==> src/rtl/pcbn_pkg.sv <==
`timescale 1ns / 1ps
// ----------------------------------------------------------------------------
// pcbn_pkg - shared definitions for the point cloud box normalizer
// Command codes, widths, controller states and the control/status bundles.
// ----------------------------------------------------------------------------
package pcbn_pkg;

    // Item command codes
    localparam logic [1:0] CMD_CLEAR   = 2'd0;
    localparam logic [1:0] CMD_MEASURE = 2'd1;
    localparam logic [1:0] CMD_NORM    = 2'd2;

    // Widths
    localparam int COORD_W   = 16;             // Q7.8 input, Q1.14 output
    localparam int SF_W      = 24;             // scale factor, floor(2^23 / E)
    localparam int DIV_STEPS = SF_W;           // one quotient bit per step
    localparam int CNT_W     = $clog2(DIV_STEPS);
    localparam int PROD_W    = COORD_W + 1 + SF_W + 1;
    localparam int OUT_MAX   = 16384;          // +1.0 in Q1.14

    // Controller states
    typedef enum logic [2:0] {
        ST_IDLE,
        ST_CALC,
        ST_DIV,
        ST_MUL,
        ST_EMIT
    } t_state;

    // Controller to datapath
    typedef struct packed {
        logic clear;
        logic measure;
        logic capture;
        logic calc;
        logic div_step;
        logic mul;
        logic emit;
    } t_ctrl_cmd;

    // Datapath to controller
    typedef struct packed {
        logic factor_ready;
        logic ext_zero;
        logic div_last;
        logic out_busy;
    } t_dp_status;

endpackage

==> src/rtl/pcbn_ctrl.sv <==
`timescale 1ns / 1ps
// ----------------------------------------------------------------------------
// pcbn_ctrl - sequencing controller
// Decodes input items and steps a normalize item through factor latch,
// division, multiply and output load.
// ----------------------------------------------------------------------------
module pcbn_ctrl (
    input  logic                  i_clk,
    input  logic                  i_rst_n,
    input  logic                  i_valid,
    input  logic [1:0]            i_cmd,
    output logic                  o_ready,
    input  pcbn_pkg::t_dp_status  i_status,
    output pcbn_pkg::t_ctrl_cmd   o_cmd
);

    pcbn_pkg::t_state r_state;
    pcbn_pkg::t_state n_state;

    // State register
    always_ff @(posedge i_clk) begin
        if (!i_rst_n) begin
            r_state <= pcbn_pkg::ST_IDLE;
        end else begin
            r_state <= n_state;
        end
    end

    // Next state and commands
    always_comb begin
        n_state = r_state;
        o_cmd   = '0;
        o_ready = 1'b0;
        case (r_state)
            pcbn_pkg::ST_IDLE: begin
                o_ready = 1'b1;
                if (i_valid) begin
                    case (i_cmd)
                        pcbn_pkg::CMD_CLEAR:   o_cmd.clear   = 1'b1;
                        pcbn_pkg::CMD_MEASURE: o_cmd.measure = 1'b1;
                        pcbn_pkg::CMD_NORM: begin
                            o_cmd.capture = 1'b1;
                            n_state = i_status.factor_ready ? pcbn_pkg::ST_MUL
                                                            : pcbn_pkg::ST_CALC;
                        end
                        default: ;  // unused code: item dropped
                    endcase
                end
            end
            pcbn_pkg::ST_CALC: begin
                o_cmd.calc = 1'b1;
                n_state    = pcbn_pkg::ST_DIV;
            end
            pcbn_pkg::ST_DIV: begin
                // zero extent leaves the factor at zero
                if (i_status.ext_zero) begin
                    n_state = pcbn_pkg::ST_MUL;
                end else begin
                    o_cmd.div_step = 1'b1;
                    if (i_status.div_last) begin
                        n_state = pcbn_pkg::ST_MUL;
                    end
                end
            end
            pcbn_pkg::ST_MUL: begin
                o_cmd.mul = 1'b1;
                n_state   = pcbn_pkg::ST_EMIT;
            end
            pcbn_pkg::ST_EMIT: begin
                if (!i_status.out_busy) begin
                    o_cmd.emit = 1'b1;
                    n_state    = pcbn_pkg::ST_IDLE;
                end
            end
            default: n_state = pcbn_pkg::ST_IDLE;
        endcase
    end

endmodule

==> src/rtl/pcbn_dpath.sv <==
`timescale 1ns / 1ps
// ----------------------------------------------------------------------------
// pcbn_dpath - bounding box, factor divider and scaling datapath
// Holds the box, latches center and scale factor (bit-serial restoring
// divide), scales a captured point and keeps the output register.
// ----------------------------------------------------------------------------
module pcbn_dpath (
    input  logic                              i_clk,
    input  logic                              i_rst_n,
    input  pcbn_pkg::t_ctrl_cmd               i_cmd,
    output pcbn_pkg::t_dp_status              o_status,
    input  logic signed [pcbn_pkg::COORD_W-1:0] i_x_in,
    input  logic signed [pcbn_pkg::COORD_W-1:0] i_y_in,
    input  logic signed [pcbn_pkg::COORD_W-1:0] i_z_in,
    input  logic                              i_ready,
    output logic                              o_valid,
    output logic signed [pcbn_pkg::COORD_W-1:0] o_x_out,
    output logic signed [pcbn_pkg::COORD_W-1:0] o_y_out,
    output logic signed [pcbn_pkg::COORD_W-1:0] o_z_out,
    output logic                              o_degenerate
);

    localparam int CW = pcbn_pkg::COORD_W;
    localparam int SW = pcbn_pkg::SF_W;
    localparam int PW = pcbn_pkg::PROD_W;
    localparam int QW = PW - 8;
    localparam logic signed [QW-1:0] Q_MAX = QW'(pcbn_pkg::OUT_MAX);
    localparam logic signed [QW-1:0] Q_MIN = -Q_MAX;
    localparam logic [pcbn_pkg::CNT_W-1:0] CNT_LAST =
        pcbn_pkg::CNT_W'(pcbn_pkg::DIV_STEPS - 1);

    // Box, latched factor and captured point
    logic signed [CW-1:0] r_lo  [3];
    logic signed [CW-1:0] r_hi  [3];
    logic signed [CW-1:0] r_ctr [3];
    logic signed [CW-1:0] r_pt  [3];
    logic signed [CW-1:0] n_lo  [3];
    logic signed [CW-1:0] n_hi  [3];
    logic signed [CW-1:0] n_ctr [3];
    logic signed [CW-1:0] n_pt  [3];
    logic                 r_any, n_any;
    logic                 r_fr,  n_fr;
    logic [SW-1:0]        r_sf,  n_sf;

    // Divider
    logic [CW-1:0]        r_ext, n_ext;
    logic [CW-1:0]        r_rem, n_rem;
    logic [SW-1:0]        r_quo, n_quo;
    logic [pcbn_pkg::CNT_W-1:0] r_cnt, n_cnt;

    // Products and output register
    logic signed [PW-1:0] r_prod [3];
    logic signed [PW-1:0] n_prod [3];
    logic                 r_valid;
    logic signed [CW-1:0] r_out [3];
    logic                 r_deg;

    logic signed [CW-1:0] w_in   [3];
    logic signed [CW:0]   w_sum  [3];
    logic [CW:0]          w_span [3];
    logic [CW-1:0]        w_emax;
    logic [CW:0]          w_rsh;
    logic                 w_ge;
    logic signed [CW:0]   w_diff [3];
    logic signed [QW-1:0] w_q    [3];
    logic signed [CW-1:0] w_sat  [3];

    assign w_in[0] = i_x_in;
    assign w_in[1] = i_y_in;
    assign w_in[2] = i_z_in;

    // Box middle, per-axis extent and largest extent
    always_comb begin
        for (int a = 0; a < 3; a++) begin
            w_sum[a]  = {r_hi[a][CW-1], r_hi[a]} + {r_lo[a][CW-1], r_lo[a]};
            w_span[a] = {r_hi[a][CW-1], r_hi[a]} - {r_lo[a][CW-1], r_lo[a]};
        end
        w_emax = w_span[0][CW-1:0];
        if (w_span[1][CW-1:0] > w_emax) w_emax = w_span[1][CW-1:0];
        if (w_span[2][CW-1:0] > w_emax) w_emax = w_span[2][CW-1:0];
    end

    // Restoring divide step: dividend 2^23 feeds a one on the first step
    assign w_rsh = {r_rem, (r_cnt == '0)};
    assign w_ge  = w_rsh >= {1'b0, r_ext};

    // Re-center and scale, then floor-shift and saturate
    always_comb begin
        for (int a = 0; a < 3; a++) begin
            w_diff[a] = {r_pt[a][CW-1], r_pt[a]} - {r_ctr[a][CW-1], r_ctr[a]};
            n_prod[a] = w_diff[a] * $signed({1'b0, r_sf});
            w_q[a]    = r_prod[a][PW-1:8];
            if (w_q[a] > Q_MAX) begin
                w_sat[a] = Q_MAX[CW-1:0];
            end else if (w_q[a] < Q_MIN) begin
                w_sat[a] = Q_MIN[CW-1:0];
            end else begin
                w_sat[a] = w_q[a][CW-1:0];
            end
        end
    end

    // Next state of box, factor and divider
    always_comb begin
        n_lo  = r_lo;
        n_hi  = r_hi;
        n_ctr = r_ctr;
        n_pt  = r_pt;
        n_any = r_any;
        n_fr  = r_fr;
        n_sf  = r_sf;
        n_ext = r_ext;
        n_rem = r_rem;
        n_quo = r_quo;
        n_cnt = r_cnt;
        if (i_cmd.clear) begin
            for (int a = 0; a < 3; a++) begin
                n_lo[a]  = '0;
                n_hi[a]  = '0;
                n_ctr[a] = '0;
            end
            n_any = 1'b0;
            n_fr  = 1'b0;
            n_sf  = '0;
        end
        if (i_cmd.measure) begin
            for (int a = 0; a < 3; a++) begin
                if (!r_any || w_in[a] < r_lo[a]) n_lo[a] = w_in[a];
                if (!r_any || w_in[a] > r_hi[a]) n_hi[a] = w_in[a];
            end
            n_any = 1'b1;
            n_fr  = 1'b0;
        end
        if (i_cmd.capture) begin
            for (int a = 0; a < 3; a++) n_pt[a] = w_in[a];
        end
        // Latch center; empty box gives zero center and zero extent
        if (i_cmd.calc) begin
            for (int a = 0; a < 3; a++) begin
                n_ctr[a] = r_any ? w_sum[a][CW:1] : '0;
            end
            n_ext = r_any ? w_emax : '0;
            n_sf  = '0;
            n_fr  = 1'b1;
            n_rem = '0;
            n_quo = '0;
            n_cnt = '0;
        end
        if (i_cmd.div_step) begin
            n_rem = w_ge ? CW'(w_rsh - {1'b0, r_ext}) : w_rsh[CW-1:0];
            n_quo = {r_quo[SW-2:0], w_ge};
            n_cnt = r_cnt + 1'b1;
            if (r_cnt == CNT_LAST) n_sf = {r_quo[SW-2:0], w_ge};
        end
    end

    // Control state and box registers
    always_ff @(posedge i_clk) begin
        if (!i_rst_n) begin
            for (int a = 0; a < 3; a++) begin
                r_lo[a]  <= '0;
                r_hi[a]  <= '0;
                r_ctr[a] <= '0;
            end
            r_any   <= 1'b0;
            r_fr    <= 1'b0;
            r_sf    <= '0;
            r_cnt   <= '0;
            r_valid <= 1'b0;
        end else begin
            r_lo  <= n_lo;
            r_hi  <= n_hi;
            r_ctr <= n_ctr;
            r_any <= n_any;
            r_fr  <= n_fr;
            r_sf  <= n_sf;
            r_cnt <= n_cnt;
            if (i_cmd.emit) begin
                r_valid <= 1'b1;
            end else if (i_ready) begin
                r_valid <= 1'b0;
            end
        end
    end

    // Payload registers
    always_ff @(posedge i_clk) begin
        r_pt  <= n_pt;
        r_ext <= n_ext;
        r_rem <= n_rem;
        r_quo <= n_quo;
        if (i_cmd.mul) r_prod <= n_prod;
        if (i_cmd.emit) begin
            r_deg <= (r_sf == '0);
            for (int a = 0; a < 3; a++) begin
                r_out[a] <= (r_sf == '0) ? '0 : w_sat[a];
            end
        end
    end

    assign o_status.factor_ready = r_fr;
    assign o_status.ext_zero     = (r_ext == '0);
    assign o_status.div_last     = (r_cnt == CNT_LAST);
    assign o_status.out_busy     = r_valid && !i_ready;

    assign o_valid      = r_valid;
    assign o_x_out      = r_out[0];
    assign o_y_out      = r_out[1];
    assign o_z_out      = r_out[2];
    assign o_degenerate = r_deg;

endmodule

==> src/rtl/point_cloud_box_normalizer_top.sv <==
`timescale 1ns / 1ps
// ----------------------------------------------------------------------------
// point_cloud_box_normalizer_top - bounding box normalization to unit cube
// Measures a per-axis box over Q7.8 points, then maps points into [-1,1]
// as Q1.14 around the box middle, scaled by 2 over the largest extent.
// ----------------------------------------------------------------------------
// Clear, measure and unused-code items may follow back to back. A normalize
// item steps through capture, multiply and output load when the factor is
// already latched. The first normalize after a clear or a measure also
// latches center and factor first, by the 24-step restoring divider, one
// quotient bit a cycle, skipped when the box is empty or has no extent.
// The input is held off while a normalize item is in flight; the output
// register lets the next items enter while a result waits, and a normalize
// waits in its last step until that register frees. Reset clears the box
// and the latched factor.
module point_cloud_box_normalizer_top (
    input  logic                               i_clk,
    input  logic                               i_rst_n,
    input  logic                               i_valid,
    output logic                               o_ready,
    input  logic [1:0]                         i_cmd,
    input  logic signed [pcbn_pkg::COORD_W-1:0] i_x_in,
    input  logic signed [pcbn_pkg::COORD_W-1:0] i_y_in,
    input  logic signed [pcbn_pkg::COORD_W-1:0] i_z_in,
    output logic                               o_valid,
    input  logic                               i_ready,
    output logic signed [pcbn_pkg::COORD_W-1:0] o_x_out,
    output logic signed [pcbn_pkg::COORD_W-1:0] o_y_out,
    output logic signed [pcbn_pkg::COORD_W-1:0] o_z_out,
    output logic                               o_degenerate
);

    pcbn_pkg::t_ctrl_cmd  w_cmd;
    pcbn_pkg::t_dp_status w_status;

    pcbn_ctrl u_ctrl (
        .i_clk    (i_clk),
        .i_rst_n  (i_rst_n),
        .i_valid  (i_valid),
        .i_cmd    (i_cmd),
        .o_ready  (o_ready),
        .i_status (w_status),
        .o_cmd    (w_cmd)
    );

    pcbn_dpath u_dpath (
        .i_clk        (i_clk),
        .i_rst_n      (i_rst_n),
        .i_cmd        (w_cmd),
        .o_status     (w_status),
        .i_x_in       (i_x_in),
        .i_y_in       (i_y_in),
        .i_z_in       (i_z_in),
        .i_ready      (i_ready),
        .o_valid      (o_valid),
        .o_x_out      (o_x_out),
        .o_y_out      (o_y_out),
        .o_z_out      (o_z_out),
        .o_degenerate (o_degenerate)
    );

endmodule

==> config.mk <==
export PLATFORM = sky130hd
export DESIGN_NAME = point_cloud_box_normalizer_top
export DESIGN_NICKNAME = d
export VERILOG_FILES = /design/src/rtl/pcbn_pkg.sv /design/src/rtl/pcbn_ctrl.sv /design/src/rtl/pcbn_dpath.sv /design/src/rtl/point_cloud_box_normalizer_top.sv
export SDC_FILE = /design/constraint.sdc
export NUM_CORES = 2
export LEC_CHECK = 0
export ABC_AREA = 1
export BUFFER_PORTS_ARGS = -buffer_cell sky130_fd_sc_hd__buf_4
export CORE_AREA = 5 5 380 382
export CTS_CLUSTER_SIZE = 28
export DETAILED_ROUTE_END_ITERATION = 6
export DIE_AREA = 0 0 385 387
export PLACE_DENSITY = 0.71
export SLEW_MARGIN = 20
export SYNTH_ARGS = -nofsm -noshare
export SYNTH_HDL_FRONTEND = slang
export SYNTH_HIERARCHICAL = 1
export SYNTH_SLANG_ARGS = --single-unit
==> constraint.sdc <==
create_clock -name i_clk -period 6.2 [get_ports i_clk]
set_input_delay 0.31 -clock i_clk [delete_from_list [all_inputs] [get_ports i_clk]]
set_output_delay 0.31 -clock i_clk [all_outputs]
set_load 0.01 [all_outputs]
==> results.yml <==
detailed_routing:
  post_drt_wl_per_cell_um: 19.7
  ant_nets: 0
  drt-total-wl_mm: 232
  route.detailed.drc: 1
  vias_per_cell: 5.40
  detailroute.via_count: 63400
  first_pass_iters: 7
  drt_iter0_drc: 5510
setup_path:
  max_stage_delay_ps: 570
  cp_max_fo: 6
  cp-start-kind: "flip-flop"
  worstSetupEndpointType: "flip-flop"
  crit_type: "reg2reg"
  worst_ep_required_time_ps: 6610
  slowest_stage: "fa_1"
  cp.arrival_ps: 7310
  cpMostUsedCell: "fa_1"
placed_design:
  place.gp.congestion: 0.993
  dpl.hpwl_mm: 182
  port_buffers: 104
  dp.cells: 11500
  place_area_um2: 78900
  dp_slack_ps: -936
cells_and_area:
  register_area_um2: 11200
  layout_commonest_cell: "inv_1"
  drive_above_1_share_pct: 19.8
  area_growth_pct: 23.3
  final_cells: 11800
  n_fill_cell: 12200
  final_area_um2: 86000
  finalNetCount: 11600
  final_cell_mix: "inv_1, nand2_1, nor2_1"
  multiInputGateArea_um2: 53700
power_and_ir_drop:
  peakVddDrop_v: 0.000419
  power_density_nw_per_um2: 180
  leakage_uw: 0.0431
synth:
  synth_top_area_cell: "fa_1"
  synth-edff-count: 254
  synth_nets: 10800
  yosys_warnings: 6
  synth_seq_cells: 433
  netlist_instances: 9075
  synth_area_um2: 69700
  synth_top_area_share_pct: 28.5
  yosysSeqAreaShare_pct: 16.1
  synth_ff_type: "edfxtp_1"
  syn_avg_cell_area_um2: 7.68
  async_flop_share_pct: 0
  synth_area_leaders: "fa_1, ha_1, edfxtp_1"
  synth_cell_types: 60
clocking:
  worstSkewPairLatency_ps: 700
  clk_path_buf_depth: 3
  cts_buffers: 54
  clkSinkCount: 433
  clkTransAtPathRegs_ps: 60
  cts_tree: "yes"
  root_buffer: "clkbuf_16"
  h-tree-depth: 2
grt:
  grt_start_max_net_pins: 165
  grtUsageTotal_pct: 30.8
  grt_pass1_wl_mm: 361
  antenna_found_initial: 6
  grt_pass1_vias: 65400
  grt_overflow: 0
timing:
  min_period_over_period_pct: 111
  final_max_slew_viol_count: 0
  rsz0062_at_grt: "yes"
  finalCriticalPeriod_ps: 6900
  tns_ps: -47590
  hold_viol_final: 0
  setup_slack_ps: -699
  setup_viol: 90
  slew_headroom_pct: 20.7
  hold_slack_ps: 148
  finalClockSkew_ps: 51.6
  timing.fmax_mhz: 145
  worstMarginPinSlew_ps: 1190
die:
  die_w_um: 385
  placement_rows: 138
  die_h_um: 387
  core_area_um2: 141000
  die_area_um2: 149000
  ios: 105
  start_util_pct: 49.5
min_path:
  hold_path_class: "in2reg"
run_status:
  outcome: "finished with violations"
  violations: "design-rule violations, negative setup slack"
run:
  maxCapViolations: 0
==> per-stage QoR <==
step	utilization, %	total power [uW]
finish	61.1	15500
CTS	59.4	15200
global placement	56.0	11200
floorplan	-	8920
global route	61.1	16700
detailed placement	56.0	11400
==> critical path, delay by kind of cell, from the launching register on <==
family	cells	cell delay (ps)
flops	1	370
xor+xnor	1	160
simple gates	8	900
fa+ha+maj	9	3600
compound gates	5	720
buf+inv	10	800
==> per-layer routing <==
metal	global-route usage [%]	share of wire (%)
met5	0	0.020
met4	13.6	5.3
met3	5.69	8.9
met2	50.2	46
met1	40.2	39
==> cell families (layout without fill, tap and decap cells) <==
logic type      Yosys count  after routing  share of synthesized area [%]
other cells               0              1                              0
xor+xnor                136            136                           1.76
simple gates           3558           3560                           21.0
compound gates          887            887                           7.05
buf+inv                2369           3155                           13.0
flops                   433            433                           16.1
fa+ha+maj              1692           1692                           41.1
==> cell type report <==
type | count | area share, %
Clock inverter | 35 | 0.523
Inverter | 2023 | 8.90
Clock buffer | 67 | 1.77
Antenna cell | 1 | 0.00291
Sequential cell | 433 | 13.0
Multi-Input combinational cell | 6275 | 62.5
Tap cell | 1890 | 2.75
Timing Repair Buffer | 1030 | 10.5
==> synth_stat cells, types with 15 or more instances <==
| library cell | count |
|---|---|
| fa_1 | 994 |
| buf_2 | 77 |
| nor2_1 | 1117 |
| nand4_1 | 79 |
| o21a_1 | 18 |
| nor4_1 | 28 |
| a21o_1 | 42 |
| nand2_2 | 15 |
| inv_1 | 2006 |
| a21oi_1 | 504 |
| clkbuf_1 | 240 |
| or2_2 | 31 |
| ha_1 | 698 |
| buf_1 | 15 |
| o21ai_0 | 188 |
| edfxtp_1 | 254 |
| a31oi_1 | 23 |
| xor2_1 | 105 |
| dfxtp_1 | 179 |
| o21bai_1 | 50 |
| nor3_1 | 61 |
| nand2_1 | 1641 |
| nand3_1 | 542 |
| xnor2_1 | 28 |
==> sequential cells by signal (all words and copies together) (netlist names) <==
signal	flops
u_dpath/r_quo	23
u_dpath/r_pt	48
u_dpath/r_sf	24
u_dpath/r_rem	16
u_dpath/r_fr	1
u_dpath/r_ctr	48
u_dpath/r_out	48
u_dpath/o_valid	1
u_dpath/o_degenerate	1
u_dpath/r_any	1
u_dpath/r_ext	16
u_ctrl/r_state	3
u_dpath/r_prod	102
u_dpath/r_cnt	5
u_dpath/r_lo	48
u_dpath/r_hi	48
==> report_power, final <==
part | internal, uW | switching (uW)
combinational | 3160 | 5190
sequential | 3480 | 184
clock | 2020 | 1480
==> worst paths after layout <==
| path | startpoint | endpoint | slack (ps) | cells after the start |
|---|---|---|---|---|
| setup / recovery | u_dpath/r_pt[32] | u_dpath/r_prod[121] | -700 | 33 |
| hold / removal | i_ready | u_dpath/o_valid | 150 | 4 |
| setup reg to reg | u_dpath/r_pt[32] | u_dpath/r_prod[121] | -700 | 33 |
| hold reg to reg | u_dpath/r_ctr[13] | u_dpath/r_ctr[13] | 460 | 2 |
==> timing repair <==
action / in CTS / in global routing
gates cloned: 3 / 3
buffers inserted: 57 / 57
pin swaps: 172 / 224
setup endpoints to repair: 99 / 99
hold buffers: 49 / 0
endpoints found under the hold margin: 102 / 0
resized for setup: 474 / 484
Power figures use the tool's default switching activity.
